### config.mk
export PLATFORM = sky130hd
export DESIGN_NAME = frame_level_silence_detector_top_flat
export DESIGN_NICKNAME = d
export VERILOG_FILES = /design/src/fsd_pkg.sv /design/src/fsd_if.sv /design/src/fsd_divider.sv /design/src/frame_level_silence_detector_top.sv /design/src/flat_wrapper.sv
export SDC_FILE = /design/constraint.sdc
export NUM_CORES = 1
export LEC_CHECK = 0
export BUFFER_PORTS_ARGS = -buffer_cell sky130_fd_sc_hd__buf_2
export CORE_ASPECT_RATIO = 0.9
export CORE_UTILIZATION = 35
export CTS_BUF_LIST = sky130_fd_sc_hd__clkbuf_8
export DETAILED_ROUTE_END_ITERATION = 7
export GPL_ROUTABILITY_DRIVEN = 0
export PLACE_DENSITY = 0.63
export SKIP_LAST_GASP = 1
export SLEW_MARGIN = 20
export SYNTH_ARGS = -nofsm -noshare
export SYNTH_HDL_FRONTEND = slang
export SYNTH_SLANG_ARGS = --single-unit
export TNS_END_PERCENT = 30
### constraint.sdc
create_clock -name clk -period 11.2 [get_ports clk]
set_input_delay 1.12 -clock clk [delete_from_list [all_inputs] [get_ports clk]]
set_output_delay 1.12 -clock clk [all_outputs]
set_load 0.01 [all_outputs]
### src/fsd_pkg.sv
// Shared types and constants of the frame-level silence detector.
`default_nettype none

package fsd_pkg;

	localparam int SAMPLE_W       = 16;
	localparam int AVG_W          = 16;
	localparam int INDEX_W        = 32;
	localparam int FRAME_LENGTH_W = 24;
	localparam int THRESHOLD_W    = 15;
	localparam int CFG_INDEX_W    = 8;
	localparam int CFG_DATA_W     = 24;

	localparam logic [FRAME_LENGTH_W-1:0] FRAME_LENGTH_RESET = 24'd24000;
	localparam logic [THRESHOLD_W-1:0]    THRESHOLD_RESET    = 15'd1000;

	// Configuration register indexes
	localparam logic [CFG_INDEX_W-1:0] REG_FRAME_LENGTH = 8'd0;
	localparam logic [CFG_INDEX_W-1:0] REG_THRESHOLD    = 8'd1;

	typedef enum logic [1:0] {
		CLASS_SILENCE = 2'd0,
		CLASS_SIGNAL  = 2'd1,
		CLASS_UNKNOWN = 2'd2
	} class_t;

	typedef enum logic [1:0] {
		ST_IDLE   = 2'd0,
		ST_CHECK  = 2'd1,
		ST_DIVIDE = 2'd2,
		ST_REPORT = 2'd3
	} state_t;

endpackage

`default_nettype wire

### src/fsd_if.sv
// Channel interfaces of the frame-level silence detector: samples, results, configuration.
`default_nettype none

interface fsd_in_if;
	logic                                valid;
	logic                                ready;
	logic signed [fsd_pkg::SAMPLE_W-1:0] sample;
	logic                                end_of_stream;

	modport source (output valid, output sample, output end_of_stream, input ready);
	modport sink   (input valid, input sample, input end_of_stream, output ready);
endinterface

interface fsd_out_if;
	logic                         valid;
	logic                         ready;
	logic                         is_signal;
	logic [fsd_pkg::INDEX_W-1:0]  frame_start;
	logic [fsd_pkg::AVG_W-1:0]    average_level;

	modport source (output valid, output is_signal, output frame_start, output average_level,
		input ready);
	modport sink   (input valid, input is_signal, input frame_start, input average_level,
		output ready);
endinterface

interface fsd_cfg_if;
	logic                            valid;
	logic                            ready;
	logic [fsd_pkg::CFG_INDEX_W-1:0] index;
	logic [fsd_pkg::CFG_DATA_W-1:0]  data;

	modport source (output valid, output index, output data, input ready);
	modport sink   (input valid, input index, input data, output ready);
endinterface

`default_nettype wire

### src/fsd_divider.sv
// Bit-serial restoring divider: frame magnitude sum over sample count, one quotient bit a cycle.
`default_nettype none

module fsd_divider #(
	parameter int FRAME_COUNT_BITS = 24
) (
	input  wire logic                                           clk,
	input  wire logic                                           arst_n,
	input  wire logic                                           start,
	input  wire logic [fsd_pkg::AVG_W+FRAME_COUNT_BITS-1:0]     dividend,
	input  wire logic [FRAME_COUNT_BITS-1:0]                    divisor,
	output logic                                                done,
	output logic [fsd_pkg::AVG_W-1:0]                           quotient
);

	localparam int QW    = fsd_pkg::AVG_W;
	localparam int SUM_W = QW + FRAME_COUNT_BITS;
	localparam int CNT_W = $clog2(QW);

	logic                        busy_q;
	logic                        done_q;
	logic [CNT_W-1:0]            cnt_q;
	logic [FRAME_COUNT_BITS-1:0] rem_q;
	logic [FRAME_COUNT_BITS-1:0] div_q;
	logic [QW-1:0]               quo_q;

	logic [FRAME_COUNT_BITS:0]   trial;
	logic                        ge;
	logic [FRAME_COUNT_BITS:0]   diff;

	// Bring down the next dividend bit and try the subtract.
	always_comb begin
		trial = {rem_q, quo_q[QW-1]};
		diff  = trial - {1'b0, div_q};
		ge    = trial >= {1'b0, div_q};
	end

	always_ff @(posedge clk or negedge arst_n) begin
		if (!arst_n) begin
			busy_q <= 1'b0;
			done_q <= 1'b0;
			cnt_q  <= '0;
		end else begin
			done_q <= 1'b0;
			if (start) begin
				busy_q <= 1'b1;
				cnt_q  <= CNT_W'(QW - 1);
			end else if (busy_q) begin
				cnt_q <= cnt_q - 1'b1;
				if (cnt_q == '0) begin
					busy_q <= 1'b0;
					done_q <= 1'b1;
				end
			end
		end
	end

	// Quotient bits shift in where the low dividend bits shift out.
	always_ff @(posedge clk) begin
		if (start) begin
			rem_q <= dividend[SUM_W-1:QW];
			quo_q <= dividend[QW-1:0];
			div_q <= divisor;
		end else if (busy_q) begin
			rem_q <= ge ? diff[FRAME_COUNT_BITS-1:0] : trial[FRAME_COUNT_BITS-1:0];
			quo_q <= {quo_q[QW-2:0], ge};
		end
	end

	assign done     = done_q;
	assign quotient = quo_q;

endmodule

`default_nettype wire

### src/frame_level_silence_detector_top.sv
// Top level of the frame-level silence detector.
// Usage:
//   samples : one signed 16-bit PCM sample per item plus an end_of_stream mark.
//   results : an item only when a frame's class (signal / silence) differs from
//             the previous frame's, and always for a stream's first frame; it
//             carries the frame's first sample index and its mean magnitude.
//   cfg     : register writes (index 0 frame_length, index 1 threshold_level),
//             always ready; write only while the block is idle.
// Steps: an item that does not close a frame passes through accept and close
//   check. An item that closes a frame passes through accept, start, a
//   bit-serial divider that produces one quotient bit per cycle, finish and
//   report, and its result is then held in the output register. A new
//   sample is taken only once the block is back in its idle step.
// Stall: the result sits in an output register; the next sample is accepted
//   meanwhile, and the block only holds in its report step when a new result
//   is due while the old one is still not taken.
// Reset: clears the frame sum, count, sample index and last class (unknown);
//   the registers return to 24000 samples and a threshold of 1000. End of
//   stream clears the stream state the same way once the closing frame
//   reports, so the next sample starts a new stream.
`default_nettype none

module frame_level_silence_detector_top #(
	parameter int FRAME_COUNT_BITS = 24
) (
	input  wire logic  clk,
	input  wire logic  arst_n,
	fsd_in_if.sink     samples,
	fsd_out_if.source  results,
	fsd_cfg_if.sink    cfg
);

	localparam int SUM_W = fsd_pkg::AVG_W + FRAME_COUNT_BITS;
	localparam int CMP_W = (FRAME_COUNT_BITS > fsd_pkg::FRAME_LENGTH_W) ?
		FRAME_COUNT_BITS : fsd_pkg::FRAME_LENGTH_W;

	fsd_pkg::state_t state_q, state_d;

	// Configuration registers
	logic [fsd_pkg::FRAME_LENGTH_W-1:0] frame_length_q;
	logic [fsd_pkg::THRESHOLD_W-1:0]    threshold_q;

	// Stream state
	logic [SUM_W-1:0]             sum_q;
	logic [FRAME_COUNT_BITS-1:0]  count_q;
	logic [fsd_pkg::INDEX_W-1:0]  index_q;
	logic [fsd_pkg::INDEX_W-1:0]  start_q;
	logic                         eos_q;
	fsd_pkg::class_t              last_class_q;

	// Output register
	logic                         out_valid_q;
	logic                         is_signal_q;
	logic [fsd_pkg::INDEX_W-1:0]  frame_start_q;
	logic [fsd_pkg::AVG_W-1:0]    average_q;

	logic                         in_fire;
	logic [fsd_pkg::AVG_W:0]      mag;
	logic                         close_frame;
	logic                         div_start;
	logic                         div_done;
	logic [fsd_pkg::AVG_W-1:0]    avg;
	logic [FRAME_COUNT_BITS-1:0]  divisor;
	fsd_pkg::class_t              cls;
	logic                         emit;
	logic                         report_go;

	assign samples.ready = (state_q == fsd_pkg::ST_IDLE);
	assign in_fire       = samples.valid && samples.ready;
	assign cfg.ready     = 1'b1;

	// Magnitude of the sample; the most negative value gives 32768.
	assign mag = samples.sample[fsd_pkg::SAMPLE_W-1] ?
		(17'h10000 - {1'b0, samples.sample}) : {1'b0, samples.sample};

	// Close on end of stream, on a full frame, or when the counter tops out.
	assign close_frame = eos_q ||
		(CMP_W'(count_q) >= CMP_W'(frame_length_q)) ||
		(count_q == {FRAME_COUNT_BITS{1'b1}});

	assign div_start = (state_q == fsd_pkg::ST_CHECK) && close_frame;
	assign divisor   = (count_q == '0) ? FRAME_COUNT_BITS'(1) : count_q;

	fsd_divider #(
		.FRAME_COUNT_BITS(FRAME_COUNT_BITS)
	) u_divider (
		.clk      (clk),
		.arst_n   (arst_n),
		.start    (div_start),
		.dividend (sum_q),
		.divisor  (divisor),
		.done     (div_done),
		.quotient (avg)
	);

	// Classify the finished frame and decide whether it reports.
	assign cls       = (avg > {1'b0, threshold_q}) ? fsd_pkg::CLASS_SIGNAL :
		fsd_pkg::CLASS_SILENCE;
	assign emit      = (cls != last_class_q);
	assign report_go = (state_q == fsd_pkg::ST_REPORT) &&
		(!emit || !out_valid_q || results.ready);

	always_ff @(posedge clk or negedge arst_n) begin
		if (!arst_n) begin
			state_q <= fsd_pkg::ST_IDLE;
		end else begin
			state_q <= state_d;
		end
	end

	always_comb begin
		state_d = state_q;
		case (state_q)
			fsd_pkg::ST_IDLE: begin
				if (in_fire) state_d = fsd_pkg::ST_CHECK;
			end
			fsd_pkg::ST_CHECK: begin
				state_d = close_frame ? fsd_pkg::ST_DIVIDE : fsd_pkg::ST_IDLE;
			end
			fsd_pkg::ST_DIVIDE: begin
				if (div_done) state_d = fsd_pkg::ST_REPORT;
			end
			fsd_pkg::ST_REPORT: begin
				if (report_go) state_d = fsd_pkg::ST_IDLE;
			end
			default: begin
				state_d = fsd_pkg::ST_IDLE;
			end
		endcase
	end

	// Configuration writes; unknown indexes drop.
	always_ff @(posedge clk or negedge arst_n) begin
		if (!arst_n) begin
			frame_length_q <= fsd_pkg::FRAME_LENGTH_RESET;
			threshold_q    <= fsd_pkg::THRESHOLD_RESET;
		end else if (cfg.valid && cfg.ready) begin
			if (cfg.index == fsd_pkg::REG_FRAME_LENGTH)
				frame_length_q <= cfg.data[fsd_pkg::FRAME_LENGTH_W-1:0];
			else if (cfg.index == fsd_pkg::REG_THRESHOLD)
				threshold_q <= cfg.data[fsd_pkg::THRESHOLD_W-1:0];
		end
	end

	// Stream state: accumulate on accept, restart the frame on report.
	always_ff @(posedge clk or negedge arst_n) begin
		if (!arst_n) begin
			sum_q        <= '0;
			count_q      <= '0;
			index_q      <= '0;
			start_q      <= '0;
			eos_q        <= 1'b0;
			last_class_q <= fsd_pkg::CLASS_UNKNOWN;
		end else if (in_fire) begin
			sum_q   <= sum_q + SUM_W'(mag);
			count_q <= count_q + 1'b1;
			index_q <= index_q + 1'b1;
			eos_q   <= samples.end_of_stream;
		end else if (report_go) begin
			sum_q   <= '0;
			count_q <= '0;
			if (eos_q) begin
				index_q      <= '0;
				start_q      <= '0;
				last_class_q <= fsd_pkg::CLASS_UNKNOWN;
			end else begin
				start_q      <= index_q;
				last_class_q <= cls;
			end
		end
	end

	// Output valid: drop when taken, raise on a class change.
	always_ff @(posedge clk or negedge arst_n) begin
		if (!arst_n) begin
			out_valid_q <= 1'b0;
		end else if (report_go && emit) begin
			out_valid_q <= 1'b1;
		end else if (results.ready) begin
			out_valid_q <= 1'b0;
		end
	end

	always_ff @(posedge clk) begin
		if (report_go && emit) begin
			is_signal_q   <= (cls == fsd_pkg::CLASS_SIGNAL);
			frame_start_q <= start_q;
			average_q     <= avg;
		end
	end

	assign results.valid         = out_valid_q;
	assign results.is_signal     = is_signal_q;
	assign results.frame_start   = frame_start_q;
	assign results.average_level = average_q;

endmodule

`default_nettype wire

### src/flat_wrapper.sv
// flat-port wrapper written by rule: the top's interface ports become plain ports
module frame_level_silence_detector_top_flat 
#(
	parameter int FRAME_COUNT_BITS = 24
)
  (clk, arst_n, samples_valid, samples_sample, samples_end_of_stream, samples_ready, results_valid, results_is_signal, results_frame_start, results_average_level, results_ready, cfg_valid, cfg_index, cfg_data, cfg_ready);
  fsd_in_if samples_i ();
  fsd_out_if results_i ();
  fsd_cfg_if cfg_i ();
  input  wire logic clk;
  input  wire logic arst_n;
  input wire logic [$bits(samples_i.valid)-1:0] samples_valid;
  input wire logic [$bits(samples_i.sample)-1:0] samples_sample;
  input wire logic [$bits(samples_i.end_of_stream)-1:0] samples_end_of_stream;
  output wire logic [$bits(samples_i.ready)-1:0] samples_ready;
  output wire logic [$bits(results_i.valid)-1:0] results_valid;
  output wire logic [$bits(results_i.is_signal)-1:0] results_is_signal;
  output wire logic [$bits(results_i.frame_start)-1:0] results_frame_start;
  output wire logic [$bits(results_i.average_level)-1:0] results_average_level;
  input wire logic [$bits(results_i.ready)-1:0] results_ready;
  input wire logic [$bits(cfg_i.valid)-1:0] cfg_valid;
  input wire logic [$bits(cfg_i.index)-1:0] cfg_index;
  input wire logic [$bits(cfg_i.data)-1:0] cfg_data;
  output wire logic [$bits(cfg_i.ready)-1:0] cfg_ready;
  assign samples_i.valid = samples_valid;
  assign samples_i.sample = samples_sample;
  assign samples_i.end_of_stream = samples_end_of_stream;
  assign samples_ready = samples_i.ready;
  assign results_valid = results_i.valid;
  assign results_is_signal = results_i.is_signal;
  assign results_frame_start = results_i.frame_start;
  assign results_average_level = results_i.average_level;
  assign results_i.ready = results_ready;
  assign cfg_i.valid = cfg_valid;
  assign cfg_i.index = cfg_index;
  assign cfg_i.data = cfg_data;
  assign cfg_ready = cfg_i.ready;
  frame_level_silence_detector_top #(.FRAME_COUNT_BITS(FRAME_COUNT_BITS)) u_core (.clk(clk), .arst_n(arst_n), .samples(samples_i), .results(results_i), .cfg(cfg_i));
endmodule
==> out/qor.yml, run 1 <==
hold_path:
  whs_path_depth: 0
  min-delay-start: "u_core.start_q[22]$_DFFE_PN0P_"
  hp-class: "flip-flop to flip-flop"
  min_delay_worst_endpoint: "u_core.results.frame_start[22]$_DFFE_PP_"
setup_path:
  cpLargestDelayFamily: "simple AND/OR/NAND/NOR gates"
  path_cells: "buf_2 > or4_1 > o41ai_1 > nand2b_1 > o41ai_1 > xnor2_1 > ha_1 > and3_1 > and2_1 > a2111oi_2 > nor3_1 > and4_1 > mux2i_1"
  r2r-start: "u_core.threshold_q[5]$_DFFE_PN1P_"
  rr_endpoint: "u_core.index_q[30]$_DFFE_PN0P_"
  reg2reg_setup_slack_ns: 7.05
  worst-path-buf-inv: 1
  cp_common_cell: "o41ai_1"
  ff2ff_path_depth: 12
  slowest_delay_ns: 0.86
  critical_path_class: "primary input to flip-flop"
  required_ns: 11.70
  slowest_stage: "nor3_1"
  startpoint_type: "primary input"
  cp.arrival_ns: 5.25
  critPathCaptureType: "flip-flop"
  path_max_fanout: 8
die:
  die_y_um: 201.4
  start_util_pct: 35.75
  design.core.area_um2: 43240
  die-width_um: 223.5
  dieArea_um2: 45010
  rows: 72
  num_io_pins: 106
clock_network:
  h-tree-depth: 2
  clockBufferDepth: 3
  ctsHoldBuffers: 0
  cts_buffers: 51
  cts_tree: "done"
  cts_root_buf: "clkbuf_8"
  postCtsSetupBuffers: 0
  clock_sinks: 292
  insertion_delay_ns: 0.58
  cts.repair.resized: 0
  path_clk_slew_ns: 0.06
finish:
  final_nets: 1761
  syn_to_final_growth_pct: 13.41
  utilization_pct: 40.54
  final_cells: 2214
  drive_gt1_share_pct: 15.92
route:
  highest_layer: "met4"
  drt_iter0_drc: 760
  dr.pass1.iters: 5
  wl_met2_um: 17170
  vias: 11770
  drc: 0
  viasPerCell: 5.318
  wl_met3_um: 1687
  wl_per_cell_um: 16.64
  met1Wirelength_um: 16740
  ant_nets: 0
  drt-total-wl_um: 36840
sta:
  period_minus_slack_ns: 4.752
  rsz0062_at_grt: "no"
  worst_slew_pin_slew_ns: 1.024
  fmax_ghz: 0.2104
  hold_viol: 0
  maxSlewHeadroom_pct: 31.21
  finalSetupViolCount: 0
  setup_tns_ns: 0
  fin_worst_skew_ns: 0.02431
  final_max_slew_viol_count: 0
  period_share_pct: 42.43
logic_synthesis:
  synthesis.area_um2: 15460
  synth.net_count: 1670
  synth_flop_cell: "dfrtp_1"
  synth-edff-count: 113
  synthCells: 1525
  ys_types: 78
  synth.avg_cell_area_um2: 10.14
  yosysWarnings: 0
  yosysSeqAreaShare_pct: 51.04
  synth_seq_cells: 292
  async_flop_share_pct: 61.30
global_route:
  grt-ovfl-total: 0
  grt_usage_pct: 16.42
  grt_max_degree: 111
  antenna_found_initial: 1
  grt_pass1_wl_um: 59750
  grt_pass1_vias: 11550
placement:
  hpwlAfterDp_um: 25860
  port_buffers: 104
  placedCellCount: 2118
power_and_ir_drop:
  peakVddDrop_uv: 125.6
  power.density_nw_per_um2: 238.6
  leakage_nw: 7.828
job:
  maxCapViolCount: 0
status:
  outcome: "completed"
## logic make-up after synthesis
logic type      share of synthesized area (%)
simple gates                            15.60
compound gates                          13.90
flops                                   51.04
buf+inv                                 4.419
fa+ha+maj                               7.463
mux                                     4.986
xor+xnor                                2.550
other cells                           0.04858
## area by class of cell
class                      count  area, µm²
antenna                        1      2.502
fill                        4205      25710
timing repair buffer         116      619.3
multi-input combinational   1062       6915
clock inverter                33      207.7
tap                          555      694.4
inverter                      93      349.1
sequential                   292       7890
clock buffer                  62      853.3
## through the flow
stage	power [mW]	setup WS, ns	hold WS, ns	cell area [µm²]
CTS	4.226	6.595	0.4448	17530
global placement	3.143	6.099	0.4306	16470
finish	4.184	6.448	0.4427	17530
detailed placement	3.192	5.997	0.4352	16470
global route	4.471	6.244	0.4568	17530
floorplan	2.747	6.394	0.4248	15460
## registers in the layout, indices dropped and copies added, names as in the netlist, 2 cells and up, named ones only
signal and cells:
u_core.count_q 24, u_core.frame_length_q 24, u_core.index_q 32, u_core.last_class_q 2
u_core.results.average_level 16, u_core.results.frame_start 32, u_core.start_q 32, u_core.sum_q 40
u_core.threshold_q 15, u_core.u_divider.cnt_q 4, u_core.u_divider.div_q 24, u_core.u_divider.quotient 16
u_core.u_divider.rem_q 24
## metal layers
| metal | vias up | global-route usage, % |
|---|---|---|
| met5 | - | 0 |
| met2 | 285 | 26.50 |
| met3 | 71 | 2.147 |
| li1 | 5681 | - |
| met1 | 5737 | 22.21 |
| met4 | 0 | 6.874 |
## Yosys cell counts, drive strengths merged (14+ instances only)
master / number / area, µm²
edfxtp: 113 / 3393
o21ai: 149 / 749.5
nand3: 73 / 365.4
buf: 26 / 138.9
xor2: 14 / 122.6
xnor2: 31 / 271.5
a21o: 17 / 127.6
o211ai: 22 / 165.2
dfstp: 14 / 367.9
and3: 15 / 93.84
dfrtp: 165 / 4129
o31ai: 16 / 120.1
nand2: 210 / 788.3
clkbuf: 52 / 195.2
ha: 89 / 1114
nor4: 15 / 115.1
a31oi: 20 / 131.4
mux2: 40 / 450.4
nand4: 24 / 150.1
a21oi: 69 / 345.3
inv: 92 / 345.3
nor2: 78 / 305.3
mux2i: 32 / 320.3
## power by group
part           internal, mW  total [mW]  leakage [nW]  switching, mW
logic                 0.603        1.52          3.81          0.921
clock network         0.568        1.01         0.625          0.438
registers              1.45        1.65          3.39          0.207
## layout by cell type (no fill, tap or decap), drive strengths merged, types with 8 or more instances in the layout
cell and instances:
a211oi 13, a21o 17, a21oi 69, a31oi 20, and3 15, and4 10, buf 115, clkbuf 63
clkinv 8, dfrtp 165, dfstp 14, edfxtp 113, ha 89, inv 115, mux2 40, mux2i 32
nand2 210, nand2b 13, nand3 73, nand4 24, nor2 78, nor2b 9, nor3 13, nor4 15
o211ai 22, o21ai 149, o31ai 16, or3 8, xnor2 31, xor2 14
## worst max-delay path by stage
| stage | cells past startpoint | from | to |
|---|---|---|---|
| after global routing | 13 | samples_sample[6] | u_core.sum_q[39]$_DFFE_PN0P_ |
| after CTS | 13 | samples_sample[6] | u_core.sum_q[39]$_DFFE_PN0P_ |
| after global placement | 13 | samples_sample[6] | u_core.sum_q[39]$_DFFE_PN0P_ |
| after floorplan | 12 | u_core.threshold_q[5]$_DFFE_PN1P_ | u_core.results.average_level[0]$_DFFE_PP_ |
| final | 13 | samples_sample[6] | u_core.sum_q[39]$_DFFE_PN0P_ |
| after detailed placement | 13 | samples_sample[6] | u_core.sum_q[39]$_DFFE_PN0P_ |
Note: power is estimated with default switching activity, not from simulation.
==> inputs of run 2 (changes only) <==
- PLACE_DENSITY: 0.63 -> 0.65
- clock period: 11.2 -> 3.8 ns (I/O delays scaled with it)
==> run 2 against run 1 <==
Effect of this change:
- sequential share of layout area shrank 0.84 points
- combinational power grew to 3.1 times the previous value
- final area grew 1.9%
- register-to-register slack lost 6.5 ns
- largest cell class unchanged
- clock skew grew 0.0062 ns
- clock power grew to 2.9 times the previous value
- critical path type unchanged
- highest routed layer unchanged
==> out/qor.yml, run 2 (synthesis gave the netlist of run 1 again) <==
finish:
  syn_to_final_growth_pct: 15.56  # was 13.41%
  mostFrequentLayoutCell: "nand2_1"  # unchanged
  layout_common_cells: "nand2_1, dfrtp_1, o21ai_0"  # unchanged
  final_cells: 2250  # was 2,214
  final_nets: 1800  # was 1,761
  fillers: 4150  # was 4,205
  largest_register_ffs: 40  # unchanged
  regMostFlops: "u_core.sum_q"  # unchanged
  antenna_cells: 0  # was 1
  drive_gt1_share_pct: 17.46  # was 15.92%
die:
  num_io_pins: 106  # unchanged
  start_util_pct: 35.75  # unchanged
  dieArea_um2: 45010  # unchanged
  die_y_um: 201.4  # unchanged
  design.core.area_um2: 43240  # unchanged
  rows: 72  # unchanged
  die-width_um: 223.5  # unchanged
sta:
  worst_slew_pin_slew_ns: 0.9266  # was 1.024 ns
  finalSetupViolCount: 0  # unchanged
  rsz0062_at_grt: "no"  # unchanged
  final_max_slew_viol_count: 0  # unchanged
  hold_viol: 0  # unchanged
  fin_worst_skew_ns: 0.03047  # was 0.02431 ns
  fmax_ghz: 0.2806
  maxSlewHeadroom_pct: 38.22  # was 31.21%
  period_minus_slack_ns: 3.564
  fin_ws_ns: 0.2359  # was 6.448 ns
  period_share_pct: 93.79
power_and_ir_drop:
  p_sw_mw: 4.692  # was 1.567 mW
  peakVddDrop_uv: 386.6  # was 125.6 µV
  p_int_mw: 7.787  # was 2.617 mW
  leakage_nw: 7.961  # was 7.828 nW
  p_sw_share_pct: 37.60  # was 37.45%
  power.density_nw_per_um2: 698.5  # was 238.6 nW/µm²
  pwr-share-comb_pct: 38.2  # was 36.4%
  clkPwrFrac_pct: 23.2  # was 24.0%
  pwr-share-seq_pct: 38.6  # was 39.5%
route:
  wl_per_cell_um: 16.59  # was 16.64 µm
  viasPerCell: 5.260  # was 5.318
  vias: 11840  # was 11,770
  drt_iter0_drc: 627  # was 760
  drc: 0  # unchanged
  dr.pass1.iters: 5  # unchanged
  ant_nets: 0  # unchanged
  drt-total-wl_um: 37320  # was 36,840 µm
setup_path:
  reg2reg_setup_slack_ns: 0.58  # was 7.05 ns
  critical_path_class: "primary input to flip-flop"  # unchanged
  path_max_fanout: 8  # unchanged
  startpoint_type: "primary input"  # unchanged
  cp.arrival_ns: 4.00  # was 5.25 ns
  required_ns: 4.23  # was 11.70 ns
  critPathCaptureType: "flip-flop"  # unchanged
clock_network:
  h-tree-depth: 2  # unchanged
  cts_tree: "done"  # unchanged
  insertion_delay_ns: 0.59  # was 0.58 ns
  cts_root_buf: "clkbuf_8"  # unchanged
  clockBufferDepth: 3  # unchanged
  postCtsSetupBuffers: 0  # unchanged
  path_clk_slew_ns: 0.06  # about the same
  clock_sinks: 292  # unchanged
  cts_buffers: 49  # was 51
global_route:
  grt_max_degree: 103  # was 111
  grt_usage_pct: 16.60  # was 16.42%
  grt_pass1_vias: 11690  # was 11,550
  grt-ovfl-total: 0  # unchanged
  grt_pass1_wl_um: 60600  # was 59,750 µm
  antenna_found_initial: 1  # unchanged
placement:
  hpwlAfterDp_um: 26680  # was 25,860 µm
  dp_slack_ns: -0.5427  # was 5.997 ns
  placedCellCount: 2149  # was 2,118
  port_buffers: 104  # unchanged
hold_path:
  hp-class: "primary input to flip-flop"  # was flip-flop to flip-flop
job:
  maxCapViolCount: 0  # unchanged
status:
  outcome: "completed"  # unchanged
==> run 2: area by class of cell <==
| class | count | area, µm² | area share [%] |
|---|---|---|---|
| clock buffers | 54 | 743.2 | 4.160 |
| clock inverters | 37 | 265.3 | 1.485 |
| inverters | 93 | 349.1 | 1.954 |
| multi-input cells | 1062 | 6920 | 38.74 |
| flip-flops and latches | 292 | 7890 | 44.17 |
| well taps | 555 | 694.4 | 3.887 |
| repair buffers | 157 | 1002 | 5.610 |
==> run 2: power by group through the flow <==
stage          clock [mW]  sequential (mW)  combinational, mW
2_1_floorplan           0             4.68               3.42
3_3_place_gp            0             4.85               4.59
3_5_place_dp            0             4.86               4.72
4_1_cts              2.97             4.82               4.76
5_1_grt              3.11             4.89               5.32
6_report             2.90             4.81               4.77
==> run 2: worst max-delay path, cell delays in order <==
cell and delay, ns:
buf_2 0.10, or4_1 0.57, or3_1 0.35, or3_1 0.38, o31ai_1 0.26, xnor2_1 0.14, ha_1 0.32, o21ai_0 0.11
nand2b_1 0.10, o31a_1 0.18, a2111oi_2 0.08, or4b_1 0.69, o211ai_1 0.23, o31ai_1 0.11
==> run 2: routing by layer <==
layer,share of wire (%),global-route usage [%],up-vias
met5,0,0,-
met4,2.3,5.039,0
met3,4.4,2.541,66
met2,48,27.80,267
met1,45,22.08,5767
li1,-,-,5735
==> run 2: per-stage QoR <==
| step | util (%) | hold slack (ns) | power, mW | TNS (ns) | instance area, µm² |
|---|---|---|---|---|---|
| final | 41.31 | 0.03263 | 12.48 | 0 | 17860 |
| after global routing | 41.31 | 0.01733 | 13.32 | 0 | 17860 |
| after CTS | 41.30 | 0.001771 | 12.56 | 0 | 17860 |
| after detailed placement | 38.73 | 0.4337 | 9.584 | -6.383 | 16750 |
| after global placement | 38.73 | 0.4331 | 9.442 | -3.971 | 16750 |
| after floorplan | - | 0.08441 | 8.097 | 0 | 15470 |
==> run 2: path summary, 6_finish.rpt <==
check | from | end | cells after the start
hold / removal | cfg_data[8] | u_core.frame_length_q[8]$_DFFE_PN1P_ | 3
hold reg to reg | u_core.start_q[20]$_DFFE_PN0P_ | u_core.results.frame_start[20]$_DFFE_PP_ | 0
setup reg to reg | u_core.u_divider.rem_q[13]$_DFFE_PP_ | u_core.u_divider.rem_q[14]$_DFFE_PP_ | 10
setup / recovery | samples_sample[6] | u_core.sum_q[33]$_DFFE_PN0P_ | 14
max in group asynchronous | arst_n | u_core.last_class_q[1]$_DFFE_PN1P_ | 3
min in group asynchronous | arst_n | u_core.start_q[24]$_DFFE_PN0P_ | 2
==> run 2: what timing repair did <==
item                       CTS  global route
hold endpoints to repair    72             0
setup endpoints to repair    0             8
hold buffers                10             0
resized for setup            0             1
==> inputs of run 3 (changes only) <==
- REMOVE_ABC_BUFFERS: not set -> 1
==> run 3 against run 2 <==
Effect of this change:
- hold slack about the same
- utilization rose by 0.26 points
- sequential share of layout area is 0.28 points lower
- sequential power fell by 0.8%
- setup slack gained 0.041 ns
- cell count is 0.93% higher
- combinational power grew 3%
- routed wire length up 3.7%
- non-clock buffer count is 16 higher
- clock power fell by 6%
- first-iteration DRC count rose by 33%
==> out/qor.yml, run 3 (synthesis gave the netlist of run 1 again) <==
job:
  maxCapViolCount: 0  # unchanged
route:
  viasPerCell: 5.273  # was 5.260
  drt-total-wl_um: 38710  # was 37,320 µm
  dr.pass1.iters: 5  # unchanged
  wl_per_cell_um: 17.05  # was 16.59 µm
  drc: 0  # unchanged
  drt_iter0_drc: 832  # was 627
  vias: 11970  # was 11,840
  ant_nets: 0  # unchanged
setup_path:
  r2r-start: "u_core.count_q[16]$_DFFE_PN0P_"  # was u_core.u_divider.rem_q[13]$_DFFE_PP_
  rr_endpoint: "u_core.u_divider.rem_q[19]$_DFFE_PP_"  # was u_core.u_divider.rem_q[14]$_DFFE_PP_
  slowest_delay_ns: 0.65  # was 0.69 ns
  critical_path.startpoint: "u_core.count_q[16]$_DFFE_PN0P_"  # was samples_sample[6]
  critical_path_class: "flip-flop to flip-flop"  # was primary input to flip-flop
  reg2reg_setup_slack_ns: 0.28  # was 0.58 ns
  required_ns: 4.15  # was 4.23 ns
  cp.arrival_ns: 3.87  # was 4.00 ns
  startpoint_type: "flip-flop"  # was primary input
  path_cells: "ha_1 > a2111oi_0 > o211ai_1 > o2bb2ai_2 > nor2_4 > inv_1 > buf_4 > o311a_1"  # was buf_2 > or4_1 > or3_1 > or3_1 > o31ai_1 > xnor2_1 > ha_1 > o21ai_0 > nand2b_1 > o31a_1 > a2111oi_2 > or4b_1 > o211ai_1 > o31ai_1
  path_max_fanout: 25  # was 8
  slowest_stage: "a2111oi_0"  # was or4b_1
  critPathCaptureType: "flip-flop"  # unchanged
  ff2ff_path_depth: 8  # was 10
  worst-path-buf-inv: 2  # was 1
  cpLargestDelayFamily: "compound AO/OA/AOI/OAI gates"  # was simple AND/OR/NAND/NOR gates
  cp.depth: 8  # was 14
clock_network:
  insertion_delay_ns: 0.63  # was 0.59 ns
  cts_tree: "done"  # unchanged
  h-tree-depth: 2  # unchanged
  cts_root_buf: "clkbuf_8"  # unchanged
  cts_buffers: 51  # was 49
  path_clk_slew_ns: 0.06  # about the same
  cts.repair.resized: 0  # unchanged
  clockBufferDepth: 3  # unchanged
  clock_sinks: 292  # unchanged
power_and_ir_drop:
  pwr-share-comb_pct: 39.4  # was 38.2%
  leakage_nw: 8.069  # was 7.961 nW
  peakVddDrop_uv: 334.1  # was 386.6 µV
  p_sw_mw: 4.753  # was 4.692 mW
  power.density_nw_per_um2: 689.4  # was 698.5 nW/µm²
  pwr-share-seq_pct: 38.5  # was 38.6%
  p_int_mw: 7.641  # was 7.787 mW
  power.total_mw: 12.39  # was 12.48 mW
  p_sw_share_pct: 38.35  # was 37.60%
  clkPwrFrac_pct: 22.1  # was 23.2%
finish:
  mostFrequentLayoutCell: "nand2_1"  # unchanged
  fillers: 4155  # was 4,150
  layout_common_cells: "nand2_1, dfrtp_1, o21ai_0"  # unchanged
  final_nets: 1818  # was 1,800
  final_cells: 2271  # was 2,250
  regMostFlops: "u_core.sum_q"  # unchanged
  largest_register_ffs: 40  # unchanged
  drive_gt1_share_pct: 17.43  # was 17.46%
  syn_to_final_growth_pct: 16.29  # was 15.56%
sta:
  maxSlewHeadroom_pct: 31.00  # was 38.22%
  fmax_ghz: 0.2838  # was 0.2806 GHz
  rsz0062_at_grt: "no"  # unchanged
  period_minus_slack_ns: 3.523  # was 3.564 ns
  fin_worst_skew_ns: 0.02600  # was 0.03047 ns
  final_max_slew_viol_count: 0  # unchanged
  setup_tns_ns: 0  # unchanged
  finalSetupViolCount: 0  # unchanged
  hold_viol: 0  # unchanged
  worst_slew_pin_slew_ns: 1.032  # was 0.9266 ns
  period_share_pct: 92.72  # was 93.79%
global_route:
  grt_pass1_wl_um: 63550  # was 60,600 µm
  grt-ovfl-total: 0  # unchanged
  grt_usage_pct: 17.49  # was 16.60%
  antenna_found_initial: 2  # was 1
  grt_pass1_vias: 12000  # was 11,690
  grt_max_degree: 89  # was 103
die:
  dieArea_um2: 45010  # unchanged
  die-width_um: 223.5  # unchanged
  rows: 72  # unchanged
  start_util_pct: 35.75  # unchanged
  die_y_um: 201.4  # unchanged
  design.core.area_um2: 43240  # unchanged
  num_io_pins: 106  # unchanged
status:
  outcome: "completed"  # unchanged
hold_path:
  hp-class: "primary input to flip-flop"  # unchanged
  min-delay-start: "cfg_data[12]"  # was cfg_data[8]
  min_delay_worst_endpoint: "u_core.frame_length_q[12]$_DFFE_PN1P_"  # was u_core.frame_length_q[8]$_DFFE_PN1P_
  whs_path_depth: 3  # unchanged
placement:
  port_buffers: 104  # unchanged
  placedCellCount: 2152  # was 2,149
  hpwlAfterDp_um: 27390  # was 26,680 µm
## run 3: per-layer routing
| metal | GRT usage (%) | vias up | share of wire [%] |
|---|---|---|---|
| met5 | 0 | - | 0.034 |
| met4 | 4.990 | 2 | 2.1 |
| met3 | 3.490 | 62 | 5.6 |
| met2 | 28.32 | 326 | 47 |
| met1 | 23.70 | 5806 | 46 |
| li1 | - | 5778 | - |
## run 3: layout make-up
class / instances / area [µm²] / area share (%)
well taps: 555 / 694.4 / 3.863
clock inverters: 38 / 171.4 / 0.9535
diodes: 1 / 2.502 / 0.01392
inverters: 93 / 349.1 / 1.942
multi-input cells: 1062 / 6920 / 38.50
flip-flops and latches: 292 / 7890 / 43.89
repair buffers: 173 / 1165 / 6.480
clock buffers: 57 / 784.5 / 4.364
## run 3: worst min-delay path, delay by kind of cell
family          cells  cell delay [ns]
compound gates      1             0.08
buf+inv             1             0.12
simple gates        1             0.05
## run 3: per-stage QoR
step | setup WS (ns) | hold WS [ns] | instance area [µm²] | util (%)
detailed placement | -0.2473 | 0.4371 | 16790 | 38.83
CTS | 0.1899 | 0.001991 | 17970 | 41.57
global placement | -0.1855 | 0.4368 | 16790 | 38.83
finish | 0.2766 | 0.03300 | 17980 | 41.57
global route | 0.01828 | 0.008409 | 17980 | 41.57
floorplan | -11.43 | 0.08441 | 15120 | -
## run 3: worst max-delay path by stage
stage	slack, ns	to
global placement	-0.19	u_core.sum_q[37]$_DFFE_PN0P_
global route	0.02	u_core.u_divider.rem_q[19]$_DFFE_PP_
finish	0.28	u_core.u_divider.rem_q[19]$_DFFE_PP_
floorplan	-11.43	u_core.results.average_level[0]$_DFFE_PP_
detailed placement	-0.25	u_core.sum_q[37]$_DFFE_PN0P_
CTS	0.19	u_core.u_divider.rem_q[19]$_DFFE_PP_
## run 3: timing repair
item / in CTS / in global routing
endpoints found under the hold margin: 103 / 0
hold buffers: 23 / 0
setup buffers: 0 / 0
setup endpoints to repair: 0 / 1
## run 3: power by group through the flow
stage	clock network [mW]	registers, mW	logic (mW)
after floorplan	0	4.73	3.24
after global placement	0	4.80	4.69
after detailed placement	0	4.82	4.83
after CTS	2.82	4.77	4.88
after global routing	2.96	4.86	5.43
final	2.73	4.77	4.89
